[src/sv/owtr_pkg.sv]
// Shared types, codes and constants for the one-wire temperature reader.
package owtr_pkg;

    // Stream and configuration widths
    localparam int IN_TDATA_W   = 8;
    localparam int OUT_TDATA_W  = 24;
    localparam int CFG_INDEX_W  = 3;
    localparam int CFG_DATA_W   = 16;

    // Configuration register indexes
    typedef enum logic [CFG_INDEX_W-1:0] {
        REG_RESET_LOW       = 3'd0,
        REG_PRESENCE_SAMPLE = 3'd1,
        REG_PRESENCE_END    = 3'd2,
        REG_SLOT_HOLD       = 3'd3,
        REG_READ_TAIL       = 3'd4,
        REG_POLL_INTERVAL   = 3'd5,
        REG_POLL_LIMIT      = 3'd6
    } cfg_index_t;

    // Input item kinds (tuser)
    localparam logic CMD_TICK  = 1'b0;
    localparam logic CMD_START = 1'b1;

    // Completion status codes
    typedef enum logic [1:0] {
        ST_OK          = 2'd0,
        ST_NO_PRESENCE = 2'd1,
        ST_TIMEOUT     = 2'd2,
        ST_CRC_ERROR   = 2'd3
    } status_t;

    // Register reset values
    localparam logic [9:0]  RESET_LOW_DEFAULT       = 10'd480;
    localparam logic [7:0]  PRESENCE_SAMPLE_DEFAULT = 8'd64;
    localparam logic [9:0]  PRESENCE_END_DEFAULT    = 10'd300;
    localparam logic [6:0]  SLOT_HOLD_DEFAULT       = 7'd60;
    localparam logic [6:0]  READ_TAIL_DEFAULT       = 7'd50;
    localparam logic [15:0] POLL_INTERVAL_DEFAULT   = 16'd10000;
    localparam logic [7:0]  POLL_LIMIT_DEFAULT      = 8'd80;

    // Bus command bytes
    localparam logic [7:0] CMD_SKIP_ROM   = 8'hCC;
    localparam logic [7:0] CMD_CONVERT    = 8'h44;
    localparam logic [7:0] CMD_READ_SCRPD = 8'hBE;

    // Reflected CRC-8 polynomial
    localparam logic [7:0] CRC_POLY = 8'h8C;

    // Fixed slot timings in ticks
    localparam logic [15:0] SLOT_LOW_TICKS = 16'd2;
    localparam logic [15:0] TAIL_EXTRA     = 16'd2;

    // Command byte sent at each position of the sequence
    function automatic logic [7:0] cmd_byte(input logic [1:0] pos);
        logic [7:0] b;
        case (pos)
            2'd0:    b = CMD_SKIP_ROM;
            2'd1:    b = CMD_CONVERT;
            2'd2:    b = CMD_SKIP_ROM;
            default: b = CMD_READ_SCRPD;
        endcase
        return b;
    endfunction

    // One byte through the CRC-8, LSB first
    function automatic logic [7:0] crc_byte(input logic [7:0] crc, input logic [7:0] b);
        logic [7:0] c;
        c = crc ^ b;
        for (int k = 0; k < 8; k++) begin
            c = c[0] ? ((c >> 1) ^ CRC_POLY) : (c >> 1);
        end
        return c;
    endfunction

endpackage

[src/sv/one_wire_temperature_reader.sv]
// One-wire bus master that sequences a full temperature read, one tick per item.
//
// Every input item is either a one microsecond tick (tuser 0, tdata[0] the sampled
// bus level) or a start command (tuser 1). Each accepted item produces exactly one
// result item in the next cycle, and a new item is accepted every cycle while the
// result register is free or being taken: the sequencer state is updated in a
// single registered step per item. A read runs reset/presence, skip-ROM, convert,
// conversion polling, a second reset, skip-ROM, read-scratchpad and nine read
// bytes with a CRC-8 check. The result tells whether the bus is driven low for the
// next microsecond, busy, status and the last good temperature in signed
// sixteenths of a degree; tlast marks the item on which a sequence ends.
// Configuration writes are taken at any time (cfg_ready is always high) and are
// used when a delay is next loaded.
module one_wire_temperature_reader (
    input  logic                                aclk,
    input  logic                                aresetn,
    // Input items
    input  logic                                s_tvalid,
    output logic                                s_tready,
    input  logic [owtr_pkg::IN_TDATA_W-1:0]     s_tdata,   // [0] line_level, [7:1] zero
    input  logic                                s_tuser,   // [0] cmd
    // Result items
    output logic                                m_tvalid,
    input  logic                                m_tready,
    output logic [owtr_pkg::OUT_TDATA_W-1:0]    m_tdata,   // [0] drive_low, [1] busy_res,
                                                           // [3:2] status, [19:4] temperature,
                                                           // [23:20] zero
    output logic                                m_tlast,   // done_res
    // Configuration writes
    input  logic                                cfg_valid,
    output logic                                cfg_ready,
    input  logic [owtr_pkg::CFG_INDEX_W-1:0]    cfg_index,
    input  logic [owtr_pkg::CFG_DATA_W-1:0]     cfg_data
);
    import owtr_pkg::*;

    typedef enum logic [3:0] {
        PH_IDLE,
        PH_RST_LOW,
        PH_PRES_SAMPLE,
        PH_PRES_END,
        PH_WR_LOW,
        PH_WR_HOLD,
        PH_WR_REC,
        PH_POLL_FIRST,
        PH_POLL_WAIT,
        PH_RD_LOW,
        PH_RD_SAMPLE,
        PH_RD_TAIL
    } phase_t;

    // Configuration registers
    logic [9:0]  reset_low_reg;
    logic [7:0]  presence_sample_reg;
    logic [9:0]  presence_end_reg;
    logic [6:0]  slot_hold_reg;
    logic [6:0]  read_tail_reg;
    logic [15:0] poll_interval_reg;
    logic [7:0]  poll_limit_reg;

    // Sequencer state
    phase_t      phase_reg, phase_next;
    logic [15:0] timer_reg, timer_next;
    logic [2:0]  bit_reg, bit_next;
    logic [3:0]  byte_reg, byte_next;
    logic [7:0]  shift_reg, shift_next;
    logic [7:0]  crc_reg, crc_next;
    logic [7:0]  poll_reg, poll_next;
    logic [15:0] raw_reg, raw_next;
    status_t     status_reg, status_next;
    logic [15:0] good_reg, good_next;

    // Result register
    logic                   m_tvalid_reg;
    logic [OUT_TDATA_W-1:0] m_tdata_reg;
    logic                   m_tlast_reg;

    logic       accept;
    logic       cmd;
    logic       line;
    logic       fin;
    logic       drive;
    logic [2:0] bit_inc;

    assign s_tready  = !m_tvalid_reg || m_tready;
    assign accept    = s_tvalid && s_tready;
    assign cmd       = s_tuser;
    assign line      = s_tdata[0];
    assign bit_inc   = bit_reg + 3'd1;
    assign cfg_ready = 1'b1;

    assign m_tvalid = m_tvalid_reg;
    assign m_tdata  = m_tdata_reg;
    assign m_tlast  = m_tlast_reg;

    // Sequencer step for one item
    always_comb begin
        phase_next  = phase_reg;
        timer_next  = timer_reg;
        bit_next    = bit_reg;
        byte_next   = byte_reg;
        shift_next  = shift_reg;
        crc_next    = crc_reg;
        poll_next   = poll_reg;
        raw_next    = raw_reg;
        status_next = status_reg;
        good_next   = good_reg;
        fin         = 1'b0;

        if (phase_reg == PH_IDLE) begin
            if (cmd == CMD_START) begin
                bit_next   = 3'd0;
                shift_next = 8'd0;
                crc_next   = 8'd0;
                poll_next  = 8'd0;
                byte_next  = 4'd0;
                phase_next = PH_RST_LOW;
                timer_next = {6'd0, reset_low_reg};
            end
        end else if (cmd == CMD_TICK) begin
            if (timer_reg > 16'd1) begin
                timer_next = timer_reg - 16'd1;
            end else begin
                timer_next = 16'd0;
                unique case (phase_reg)
                    PH_RST_LOW: begin
                        phase_next = PH_PRES_SAMPLE;
                        timer_next = {8'd0, presence_sample_reg};
                    end
                    PH_PRES_SAMPLE: begin
                        if (!line) begin
                            phase_next = PH_PRES_END;
                            timer_next = {6'd0, presence_end_reg};
                        end else if (byte_reg == 4'd0) begin
                            status_next = ST_NO_PRESENCE;
                            phase_next  = PH_IDLE;
                            fin         = 1'b1;
                        end else begin
                            shift_next = cmd_byte(byte_reg[1:0]);
                            bit_next   = 3'd0;
                            phase_next = PH_WR_LOW;
                            timer_next = SLOT_LOW_TICKS;
                        end
                    end
                    PH_PRES_END: begin
                        if (line || byte_reg != 4'd0) begin
                            shift_next = cmd_byte(byte_reg[1:0]);
                            bit_next   = 3'd0;
                            phase_next = PH_WR_LOW;
                            timer_next = SLOT_LOW_TICKS;
                        end else begin
                            status_next = ST_NO_PRESENCE;
                            phase_next  = PH_IDLE;
                            fin         = 1'b1;
                        end
                    end
                    PH_WR_LOW: begin
                        phase_next = PH_WR_HOLD;
                        timer_next = {9'd0, slot_hold_reg};
                    end
                    PH_WR_HOLD: begin
                        phase_next = PH_WR_REC;
                        timer_next = SLOT_LOW_TICKS;
                    end
                    PH_WR_REC: begin
                        shift_next = {1'b0, shift_reg[7:1]};
                        bit_next   = bit_inc;
                        if (bit_inc != 3'd0) begin
                            phase_next = PH_WR_LOW;
                            timer_next = SLOT_LOW_TICKS;
                        end else if (byte_reg == 4'd1) begin
                            // convert sent: start polling at once
                            poll_next  = 8'd0;
                            phase_next = PH_POLL_FIRST;
                        end else if (byte_reg >= 4'd3) begin
                            // read-scratchpad sent: start reading
                            byte_next  = 4'd0;
                            bit_next   = 3'd0;
                            crc_next   = 8'd0;
                            phase_next = PH_RD_LOW;
                            timer_next = SLOT_LOW_TICKS;
                        end else begin
                            byte_next  = byte_reg + 4'd1;
                            shift_next = cmd_byte(byte_reg[1:0] + 2'd1);
                            bit_next   = 3'd0;
                            phase_next = PH_WR_LOW;
                            timer_next = SLOT_LOW_TICKS;
                        end
                    end
                    PH_POLL_FIRST: begin
                        if (line) begin
                            byte_next  = 4'd2;
                            phase_next = PH_RST_LOW;
                            timer_next = {6'd0, reset_low_reg};
                        end else begin
                            phase_next = PH_POLL_WAIT;
                            timer_next = poll_interval_reg;
                        end
                    end
                    PH_POLL_WAIT: begin
                        if (poll_reg >= poll_limit_reg) begin
                            status_next = ST_TIMEOUT;
                            phase_next  = PH_IDLE;
                            fin         = 1'b1;
                        end else begin
                            poll_next = poll_reg + 8'd1;
                            if (line) begin
                                byte_next  = 4'd2;
                                phase_next = PH_RST_LOW;
                                timer_next = {6'd0, reset_low_reg};
                            end else begin
                                phase_next = PH_POLL_WAIT;
                                timer_next = poll_interval_reg;
                            end
                        end
                    end
                    PH_RD_LOW: begin
                        phase_next = PH_RD_SAMPLE;
                        timer_next = SLOT_LOW_TICKS;
                    end
                    PH_RD_SAMPLE: begin
                        shift_next = {line, shift_reg[7:1]};
                        phase_next = PH_RD_TAIL;
                        timer_next = {9'd0, read_tail_reg} + TAIL_EXTRA;
                    end
                    PH_RD_TAIL: begin
                        bit_next = bit_inc;
                        if (bit_inc != 3'd0) begin
                            phase_next = PH_RD_LOW;
                            timer_next = SLOT_LOW_TICKS;
                        end else begin
                            // byte complete
                            if (byte_reg < 4'd8) begin
                                crc_next = crc_byte(crc_reg, shift_reg);
                            end
                            if (byte_reg == 4'd0) begin
                                raw_next = {raw_reg[15:8], shift_reg};
                            end else if (byte_reg == 4'd1) begin
                                raw_next = {shift_reg, raw_reg[7:0]};
                            end
                            if (byte_reg >= 4'd8) begin
                                phase_next = PH_IDLE;
                                fin        = 1'b1;
                                if (shift_reg == crc_reg) begin
                                    good_next   = raw_reg;
                                    status_next = ST_OK;
                                end else begin
                                    status_next = ST_CRC_ERROR;
                                end
                            end else begin
                                byte_next  = byte_reg + 4'd1;
                                phase_next = PH_RD_LOW;
                                timer_next = SLOT_LOW_TICKS;
                            end
                        end
                    end
                    default: begin
                        phase_next = PH_IDLE;
                    end
                endcase
            end
        end

        // Bus drive for the next microsecond
        if (phase_next == PH_RST_LOW || phase_next == PH_WR_LOW || phase_next == PH_RD_LOW) begin
            drive = 1'b1;
        end else if (phase_next == PH_WR_HOLD) begin
            drive = !shift_next[0];
        end else begin
            drive = 1'b0;
        end
    end

    // State, configuration and result registers
    always_ff @(posedge aclk) begin
        if (!aresetn) begin
            reset_low_reg       <= RESET_LOW_DEFAULT;
            presence_sample_reg <= PRESENCE_SAMPLE_DEFAULT;
            presence_end_reg    <= PRESENCE_END_DEFAULT;
            slot_hold_reg       <= SLOT_HOLD_DEFAULT;
            read_tail_reg       <= READ_TAIL_DEFAULT;
            poll_interval_reg   <= POLL_INTERVAL_DEFAULT;
            poll_limit_reg      <= POLL_LIMIT_DEFAULT;
            phase_reg           <= PH_IDLE;
            timer_reg           <= 16'd0;
            bit_reg             <= 3'd0;
            byte_reg            <= 4'd0;
            shift_reg           <= 8'd0;
            crc_reg             <= 8'd0;
            poll_reg            <= 8'd0;
            raw_reg             <= 16'd0;
            status_reg          <= ST_OK;
            good_reg            <= 16'd0;
            m_tvalid_reg        <= 1'b0;
            m_tdata_reg         <= '0;
            m_tlast_reg         <= 1'b0;
        end else begin
            if (cfg_valid) begin
                unique case (cfg_index)
                    REG_RESET_LOW:       reset_low_reg       <= cfg_data[9:0];
                    REG_PRESENCE_SAMPLE: presence_sample_reg <= cfg_data[7:0];
                    REG_PRESENCE_END:    presence_end_reg    <= cfg_data[9:0];
                    REG_SLOT_HOLD:       slot_hold_reg       <= cfg_data[6:0];
                    REG_READ_TAIL:       read_tail_reg       <= cfg_data[6:0];
                    REG_POLL_INTERVAL:   poll_interval_reg   <= cfg_data;
                    REG_POLL_LIMIT:      poll_limit_reg      <= cfg_data[7:0];
                    default: ;
                endcase
            end
            if (accept) begin
                phase_reg    <= phase_next;
                timer_reg    <= timer_next;
                bit_reg      <= bit_next;
                byte_reg     <= byte_next;
                shift_reg    <= shift_next;
                crc_reg      <= crc_next;
                poll_reg     <= poll_next;
                raw_reg      <= raw_next;
                status_reg   <= status_next;
                good_reg     <= good_next;
                m_tvalid_reg <= 1'b1;
                m_tdata_reg  <= {4'd0, good_next, status_next, (phase_next != PH_IDLE), drive};
                m_tlast_reg  <= fin;
            end else if (m_tready) begin
                m_tvalid_reg <= 1'b0;
            end
        end
    end

endmodule

[config.mk]
export PLATFORM = sky130hd
export DESIGN_NAME = one_wire_temperature_reader
export DESIGN_NICKNAME = d
export VERILOG_FILES = /design/src/sv/owtr_pkg.sv /design/src/sv/one_wire_temperature_reader.sv
export SDC_FILE = /design/constraint.sdc
export NUM_CORES = 1
export LEC_CHECK = 0
export BUFFER_PORTS_ARGS = -buffer_cell sky130_fd_sc_hd__clkbuf_2
export CORE_MARGIN = 2
export CORE_UTILIZATION = 60
export DETAILED_ROUTE_END_ITERATION = 7
export GPL_ROUTABILITY_DRIVEN = 0
export HOLD_SLACK_MARGIN = 0.15
export PLACE_DENSITY = 0.85
export SETUP_SLACK_MARGIN = 0.3
export SKIP_CTS_REPAIR_TIMING = 1
export SLEW_MARGIN = 0
export SYNTH_ARGS = -nofsm -noshare
export SYNTH_HDL_FRONTEND = slang
export SYNTH_SLANG_ARGS = --single-unit
[constraint.sdc]
create_clock -name aclk -period 6.8 [get_ports aclk]
set_input_delay 1.7 -clock aclk [delete_from_list [all_inputs] [get_ports aclk]]
set_output_delay 1.7 -clock aclk [all_outputs]
set_load 0.01 [all_outputs]
==> results of run 1 <==
layout make-up:
class / instances / area, sq um / share of cell area
Inverter: 23 / 87.6 / 0.00964
Tap cell: 176 / 220 / 0.0242
Multi-Input combinational cell: 818 / 4740 / 0.522
Sequential cell: 155 / 3100 / 0.342
Clock buffer: 23 / 488 / 0.0537
Clock inverter: 6 / 111 / 0.0123
Timing Repair Buffer: 60 / 330 / 0.0364
worst min-delay path, stage by stage (launching register included):
cell and delay (ps):
dfxtp_1 310, inv_1 50, a21oi_1 50
cell usage in the layout (no fill, tap or decap), types with 4 or more instances in the layout:
cell type  netlist  layout
o311ai_0         6       6
a211oi_1         6       6
inv_1           23      22
nor2_1          93      93
clkbuf_2         0      48
or4b_2           4       4
o211ai_1         9       9
or4_1            8       8
or3_1           13      13
nor3b_1          5       5
o31ai_1          7       7
buf_4            5      12
a21oi_1         98      98
nand3_1         44      44
ha_1            23      23
a221oi_1         4       4
a22oi_1          4       4
nor4_1           8       8
clkbuf_16        0      17
o21ai_0         50      50
and3_1           8       8
nor3_1          19      19
clkbuf_8         0       4
nand2_1        213     213
conb_1           2       5
nor2b_1         11      11
nand4_1          7       7
mux2i_1         42      42
a222oi_1         4       4
and2_1           7       7
nand2b_1         9       9
dfxtp_1        155     155
xor2_1          13      13
or2_2            4       4
xnor2_1         18      18
a31oi_1          8       8
a21o_1          10      10
metal layers:
metal / up-vias / GRT usage / routed length, microns
met4: 0 / 0.145 / 734
met2: 422 / 0.481 / 10100
met5: - / 0 / 0
li1: 3776 / - / -
met1: 3643 / 0.405 / 9220
met3: 74 / 0.0538 / 1890
per-stage QoR:
| stage | hold slack [ps] | power, W |
|---|---|---|
| floorplan | 423 | 0.00148 |
| global placement | 436 | 0.00162 |
| detailed placement | 440 | 0.00163 |
| CTS | 450 | 0.00260 |
| global route | 477 | 0.00273 |
| finish | 448 | 0.00262 |
power by group through the flow:
| stage | Sequential, W | Clock, W | Combinational, W |
|---|---|---|---|
| finish | 0.000992 | 0.000982 | 0.000646 |
| detailed placement | 0.00101 | 0 | 0.000619 |
| global placement | 0.00101 | 0 | 0.000609 |
| floorplan | 0.000992 | 0 | 0.000484 |
| CTS | 0.000990 | 0.000982 | 0.000628 |
| global route | 0.000995 | 0.00103 | 0.000705 |
cell families after synthesis:
family | after synthesis | synth area share
AO/OA/AOI/OAI | 245 | 0.187
other | 2 | 0.000918
buffers and inverters | 85 | 0.0428
AND/OR/NAND/NOR | 470 | 0.267
multiplexers | 43 | 0.0528
adder cells (fa/ha/maj) | 24 | 0.0364
flip-flops | 155 | 0.379
XOR/XNOR | 31 | 0.0332
worst paths after layout:
check / from / to / slack, ps / cells after the start
worst max-delay path: phase_reg[3] / poll_reg[4] / 2650 / 7
worst min-delay path: status_reg[0] / status_reg[0] / 450 / 2
worst max register to register: phase_reg[3] / poll_reg[4] / 2650 / 7
worst min register to register: status_reg[0] / status_reg[0] / 450 / 2
==> out/summary.txt, run 1 <==
drt pass-1 iters: 6
Period Utilization, post-route: 0.611
GR Overflow Total: 0
fin nets: 1131
largest net degree at the start of global routing: 54
diode count: 0
Crit. End Element: register
Worst EP required: 7140 ps
routed len/inst: 17.4 microns
initial core utilization: 0.615
die extent in x: 121 microns
worst-skew pair later-pin latency: 430 ps
Die Ht: 121 microns
CTS tree: yes
Flop pwr share: 0.379
RSZ-0062 raised after global routing: no
VDD IR max: 0.226 mV
Core Footprint: 0.0133 sq mm
placed cell area: 0.00848 sq mm
layout cells sized above 1: 0.0968
DRC: 0
total CTS buffers: 17
ranking of synthesized cells by area: dfxtp_1 (38%), nand2_1 (9.8%), a21oi_1 (6.0%), mux2i_1 (5.1%), nor2_1 (4.3%)
#FFs+latches synth: 155
Vias/cell: 6.28
CP peak stage delay: 860 ps
Sw Share: 0.323
CTS H-tree lvls: 4
Fillers: 1098
crit start category: register
critical path class: register to register
family with the most delay on the worst path: simple AND/OR/NAND/NOR gates
WP data arrival: 4490 ps
ys flop type: dfxtp_1
Layout Cells excl Fill: 1261
most numerous cell in the Yosys netlist: nand2_1
Combinational Power Share: 0.246
maxcap violations: 0
Hold Violations, Final: 0
Synth top area share: 0.379
fin worst setup slack: 2650 ps
dpl cells: 1232
global-route wire length before repair: 35.8 mm
final design utilization: 0.683
Cell Pwr Density: 288 mW/mm^2
post-route ant nets: 0
Critical Path, Cell by Cell: or4_1, inv_1, ha_1, nor4b_1, nand3_1, or4b_2, a21oi_1
initial antenna violation count: 0
post-synthesis instance area: 0.00818 sq mm
Detailed Route WL: 22.0 mm
CP Max Fanout: 25
clock share of power: 0.375
Post-synth EDFFs: 0
via count: 7915
post-route cell area: 0.00908 sq mm
commonest cells in the netlist: nand2_1 (213), dfxtp_1 (155), a21oi_1 (98), nor2_1 (93), clkbuf_1 (52)
Fmax achieved: 0.241 GHz
Total GRT Usage: 0.305
Detailed Place HPWL: 14.7 mm
hold crit path type: register to register
CP Buf/Inv Count: 1
status: completed
Ys Warns: 0
root buffer cell: clkbuf_16
Synth area leader: dfxtp_1
transition time of the tightest slew-check pin: 1170 ps
Mapped Cells: 1055
number of global-route vias before repair: 7303
minimum clock period: 4150 ps
Setup-failing EPs final: 0
area delta synth->final: 11.1%
number of port buffers: 48
synth unique cells: 72
sequential area share after synthesis: 0.379
Post-synth ARST share: 0
Synth Area per Inst: 7.75 sq um
leakage power: 3.63 nW
Setup TNS: 0 ps
Slew Viols, Final: 0
P_sw: 0.000847 W
initial DRC count: 814
pre-CTS WS: 2530 ps
Row Count: 42
Clock Path Buffers: 2
IO Pins: 61
clock skew: 7.25 ps
Die ar.: 0.0146 sq mm
P_int: 0.00177 W
Max-slew headroom: 0.220
CTS Sinks: 155
Reg clk slew, reported paths: 60 ps
Max stage delay cell, worst path: dfxtp_1
Note: power is estimated with default switching activity, not from simulation.
==> run 2: changes to the inputs <==
--- a/config.mk
+++ b/config.mk
@@ -7,11 +7,11 @@
 export LEC_CHECK = 0
 export BUFFER_PORTS_ARGS = -buffer_cell sky130_fd_sc_hd__clkbuf_2
 export CORE_MARGIN = 2
-export CORE_UTILIZATION = 60
+export CORE_UTILIZATION = 55
 export DETAILED_ROUTE_END_ITERATION = 7
 export GPL_ROUTABILITY_DRIVEN = 0
 export HOLD_SLACK_MARGIN = 0.15
-export PLACE_DENSITY = 0.85
+export PLACE_DENSITY = 0.82
 export SETUP_SLACK_MARGIN = 0.3
 export SKIP_CTS_REPAIR_TIMING = 1
 export SLEW_MARGIN = 0
==> constraint.sdc (replaced) <==
create_clock -name aclk -period 3.45 [get_ports aclk]
set_input_delay 0.8625 -clock aclk [delete_from_list [all_inputs] [get_ports aclk]]
set_output_delay 0.8625 -clock aclk [all_outputs]
set_load 0.01 [all_outputs]
==> run 2 against run 1 <==
Compared with the run above:
- the run now ends with DRC left
- highest routed layer unchanged
- sequential power rose by 95%
- first-iteration DRC count rose by 13%
- design area is 2.4% higher
- setup slack lost 2300 ps
- critical path type unchanged
- critical path depth unchanged
- count of clock-buffer cells in the layout shrank 3
==> out/summary.txt, run 2 (synthesis gave the netlist of run 1 again) <==
Detailed Place HPWL: 15.2 mm
Setup TNS: 0 ps
Period Utilization, post-route: 0.900
clock share of power: 0.372
CP peak stage delay: 670 ps
status: finished with violations
placed cell area: 0.00866 sq mm
RSZ-0062 raised after global routing: no
CP Buf/Inv Count: 0
CTS H-tree lvls: 4
commonest non-fill, non-tap cell in the layout: nand2_1
Clock Path Buffers: 2
P_int: 0.00354 W
Max stage delay cell, worst path: or4_1
Worst EP required: 3800 ps
transition time of the tightest slew-check pin: 931 ps
initial DRC count: 919
number of global-route vias before repair: 7204
post-route ant nets: 0
initial antenna violation count: 0
total CTS buffers: 17
R2R depth: 7
Hold Violations, Final: 0
routed len/inst: 17.3 microns
Vias/cell: 6.19
number of cells on the critical path: 7
Max-slew headroom: 0.377
Combinational Power Share: 0.261
Row Count: 44
initial core utilization: 0.563
via count: 8010
CP Max Fanout: 8
Die ar.: 0.0159 sq mm
hold path cells: 2
minimum clock period: 3110 ps
Total GRT Usage: 0.280
P_sw: 0.00173 W
Crit. End Element: register
maxcap violations: 0
Detailed Route WL: 22.3 mm
drt pass-1 iters: 8
number of port buffers: 48
WP data arrival: 3460 ps
commonest cells after routing, fill and taps aside: nand2_1 (213), dfxtp_1 (155), a21oi_1 (98)
leakage power: 3.75 nW
fin nets: 1154
die extent in x: 126 microns
Fmax achieved: 0.322 GHz
pre-CTS WS: 429 ps
area delta synth->final: 13.7%
Sw Share: 0.329
hold crit path type: register to register
Core Footprint: 0.0145 sq mm
failing checks: DRC
CTS tree: yes
diode count: 0
root buffer cell: clkbuf_16
clock skew: 9.42 ps
largest net degree at the start of global routing: 36
DRC: 5
IO Pins: 61
VDD IR max: 0.409 mV
crit start category: register
Critical Path, Cell by Cell: or4_4, or3_1, or4_1, nor3_2, a21oi_2, or4_1, a21oi_1
Die Ht: 126 microns
global-route wire length before repair: 36.4 mm
Cell Pwr Density: 567 mW/mm^2
fin worst setup slack: 344 ps
Flop pwr share: 0.367
Most common cell on crit path: or4_1
CTS Sinks: 155
Slew Viols, Final: 0
GR Overflow Total: 0
Reg clk slew, reported paths: 60 ps
family with the most delay on the worst path: simple AND/OR/NAND/NOR gates
layout cells sized above 1: 0.121
critical path class: register to register
post-route cell area: 0.00930 sq mm
Setup-failing EPs final: 0
worst-skew pair later-pin latency: 430 ps
-- run 2: changes by cell type in the layout (fill, tap and decap cells not counted), sizes merged --
cell	before	now
buf	12	35
clkinvlp	1	3
clkbuf	71	68
clkinv	2	5
inv	23	24
-- run 2: power by group through the flow --
stage / Combinational (W) / Clock (W) / Sequential [W]
after floorplan: 0.000954 / 0 / 0.00195
final: 0.00138 / 0.00196 / 0.00193
after global routing: 0.00150 / 0.00204 / 0.00194
after CTS: 0.00133 / 0.00197 / 0.00193
after global placement: 0.00130 / 0 / 0.00197
after detailed placement: 0.00132 / 0 / 0.00197
-- run 2: final cells by class --
| cell class | count | area, sq um |
|---|---|---|
| fill | 1243 | 5240 |
| multi-input combinational | 818 | 4750 |
| sequential | 155 | 3100 |
| timing repair buffer | 83 | 503 |
| clock buffer | 20 | 457 |
| tap | 184 | 230 |
| clock inverter | 12 | 164 |
| inverter | 23 | 87.6 |
-- run 2: per-stage QoR --
step                 util  power (W)  std cells  hold WS, ps
floorplan               -    0.00291       1058          423
CTS                 0.638    0.00523       1295          447
global route        0.640    0.00549       1295          477
finish              0.640    0.00527       1295          445
detailed placement  0.596    0.00329       1263          438
global placement    0.596    0.00327       1263          433
-- run 2: path summary, 6_finish.rpt --
path                                             from            end  slack [ps]
worst max-delay path                     timer_reg[9]    byte_reg[3]         340
worst max register to register           timer_reg[9]    byte_reg[3]         340
worst min-delay path            poll_interval_reg[10]  timer_reg[10]         450
worst min register to register  poll_interval_reg[10]  timer_reg[10]         450
-- run 2: routing by layer --
layer	vias to the layer above	GRT usage	wire (microns)
met5	-	0	0
met4	0	0.101	640
met3	65	0.0561	1730
met2	387	0.453	10500
met1	3729	0.374	9480
li1	3829	-	-
-- run 2: worst reg2reg max path, cell delays in order (launching register included) --
cell and delay [ps]:
dfxtp_1 370, or4_4 540, or3_1 350, or4_1 670, nor3_2 270, a21oi_2 130
or4_1 530, a21oi_1 160
==> run 3: changes to the inputs <==
--- a/config.mk
+++ b/config.mk
@@ -12,6 +12,7 @@
 export GPL_ROUTABILITY_DRIVEN = 0
 export HOLD_SLACK_MARGIN = 0.15
 export PLACE_DENSITY = 0.82
+export RECOVER_POWER = 25
 export SETUP_SLACK_MARGIN = 0.3
 export SKIP_CTS_REPAIR_TIMING = 1
 export SLEW_MARGIN = 0
==> run 3 against run 2 <==
Compared with the run above:
- the run now ends clean
- first-iteration DRC count shrank 0.44%
- die area unchanged
- core utilization decreased by 0.21 points
- via count rose by 0.25%
- flip-flop and latch count unchanged
- critical endpoint unchanged
==> out/summary.txt, run 3 (synthesis gave the netlist of run 1 again) <==
pre-CTS WS: 429 ps
CTS H-tree lvls: 4
transition time of the tightest slew-check pin: 983 ps
total CTS buffers: 17
Die ar.: 0.0159 sq mm
commonest cells after routing, fill and taps aside: nand2_1 (213), dfxtp_1 (155), a21oi_1 (98)
Setup-failing EPs final: 0
Row Count: 44
Reg clk slew, reported paths: 60 ps
commonest non-fill, non-tap cell in the layout: nand2_1
hold_sp: m_tdata[3]
most crowded layer after global routing: met2
Max stage delay cell, worst path: or4_1
Detailed Route WL: 22.3 mm
maxcap violations: 0
Core Footprint: 0.0145 sq mm
critical path class: register to register
CP peak stage delay: 670 ps
Fmax achieved: 0.322 GHz
CP Buf/Inv Count: 0
Period Utilization, post-route: 0.899
dpl cells: 1263
number of port buffers: 48
Total GRT Usage: 0.280
initial core utilization: 0.563
largest net degree at the start of global routing: 36
RSZ-0062 raised after global routing: no
WP data arrival: 3450 ps
Critical Path, Cell by Cell: or4_4, or3_1, or4_1, nor3_2, a21oi_2, or4_1, a21oi_1
Max-slew headroom: 0.341
fin worst setup slack: 349 ps
Setup TNS: 0 ps
clock skew: 6.91 ps
Most common cell on crit path: or4_1
GRT met3 Usage: 0.0561
root buffer cell: clkbuf_16
combined area of the multi-input logic cells: 0.00475 sq mm
via count: 8030
fin nets: 1154
Worst EP required: 3800 ps
Detailed Place HPWL: 15.2 mm
diode count: 0
worst-skew pair later-pin latency: 430 ps
IO Pins: 61
Layout Cells excl Fill: 1295
Slew Viols, Final: 0
leakage power: 3.67 nW
die extent in x: 126 microns
initial DRC count: 915
drt pass-1 iters: 7
VDD IR max: 0.410 mV
Die Ht: 126 microns
Vias/cell: 6.20
Fillers: 1262
initial antenna violation count: 0
hold crit path type: register to register
number of global-route vias before repair: 7204
crit start category: register
post-route ant nets: 0
Crit. End Element: register
M2 GR Usage: 0.453
R2R Path Start: timer_reg[9]
routed len/inst: 17.3 microns
minimum clock period: 3100 ps
CP Max Fanout: 8
area delta synth->final: 13.3%
GR Overflow Total: 0
CP startpoint: timer_reg[9]
Clock Path Buffers: 2
DRC: 0
CTS tree: yes
GR Util met1: 0.374
family with the most delay on the worst path: simple AND/OR/NAND/NOR gates
global-route wire length before repair: 36.4 mm
Hold Violations, Final: 0
CTS Sinks: 155
status: completed
layout cells sized above 1: 0.101
Cell Pwr Density: 568 mW/mm^2
register area: 0.00310 sq mm
run 3: changes by cell type in the layout (fill, tap and decap cells not counted):
| cell | change |
|---|---|
| clkinvlp_2 | +1 |
| buf_4 | -1 |
| clkbuf_1 | +22 |
| clkbuf_2 | -21 |
| clkinv_2 | -1 |
run 3: report_power, final:
part | total [W] | internal [W] | switching [W]
clock | 0.00195 | 0.00118 | 0.000767
sequential | 0.00193 | 0.00186 | 0.0000701
combinational | 0.00138 | 0.000488 | 0.000889
total | 0.00526 | 0.00354 | 0.00173
run 3: path summary, 6_finish.rpt:
kind | slack (ps) | to | cells past startpoint
setup / recovery | 350 | byte_reg[3] | 7
hold / removal | 450 | m_tdata[3] | 2
setup reg to reg | 350 | byte_reg[3] | 7
hold reg to reg | 450 | m_tdata[3] | 2
run 3: per-layer routing:
metal / vias to the layer above / wire (microns)
met5: - / 0
met4: 0 / 669
met3: 62 / 1920
met2: 444 / 10400
met1: 3703 / 9350
li1: 3821 / -
run 3: metrics by stage:
stage / utilization / total power (W) / hold WS (ps) / area, sq um
final: 0.637 / 0.00526 / 447 / 9270
after global routing: 0.637 / 0.00549 / 476 / 9270
after CTS: 0.638 / 0.00523 / 447 / 9280
after detailed placement: 0.596 / 0.00329 / 438 / 8660
after global placement: 0.596 / 0.00327 / 433 / 8660
after floorplan: - / 0.00291 / 423 / 8190
run 3: area by class of cell:
class,instances,share of cell area
clock buffer,20,0.0493
clock inverter,12,0.0177
inverter,23,0.00945
multi-input combinational,818,0.513
sequential,155,0.335
tap,184,0.0248
timing repair buffer,83,0.0510
run 3: worst reg2reg max path: stages, from the launching register on:
cell and delay, ps:
dfxtp_1 370, or4_4 540, or3_1 350, or4_1 670
nor3_2 270, a21oi_2 140, or4_1 530, a21oi_1 160
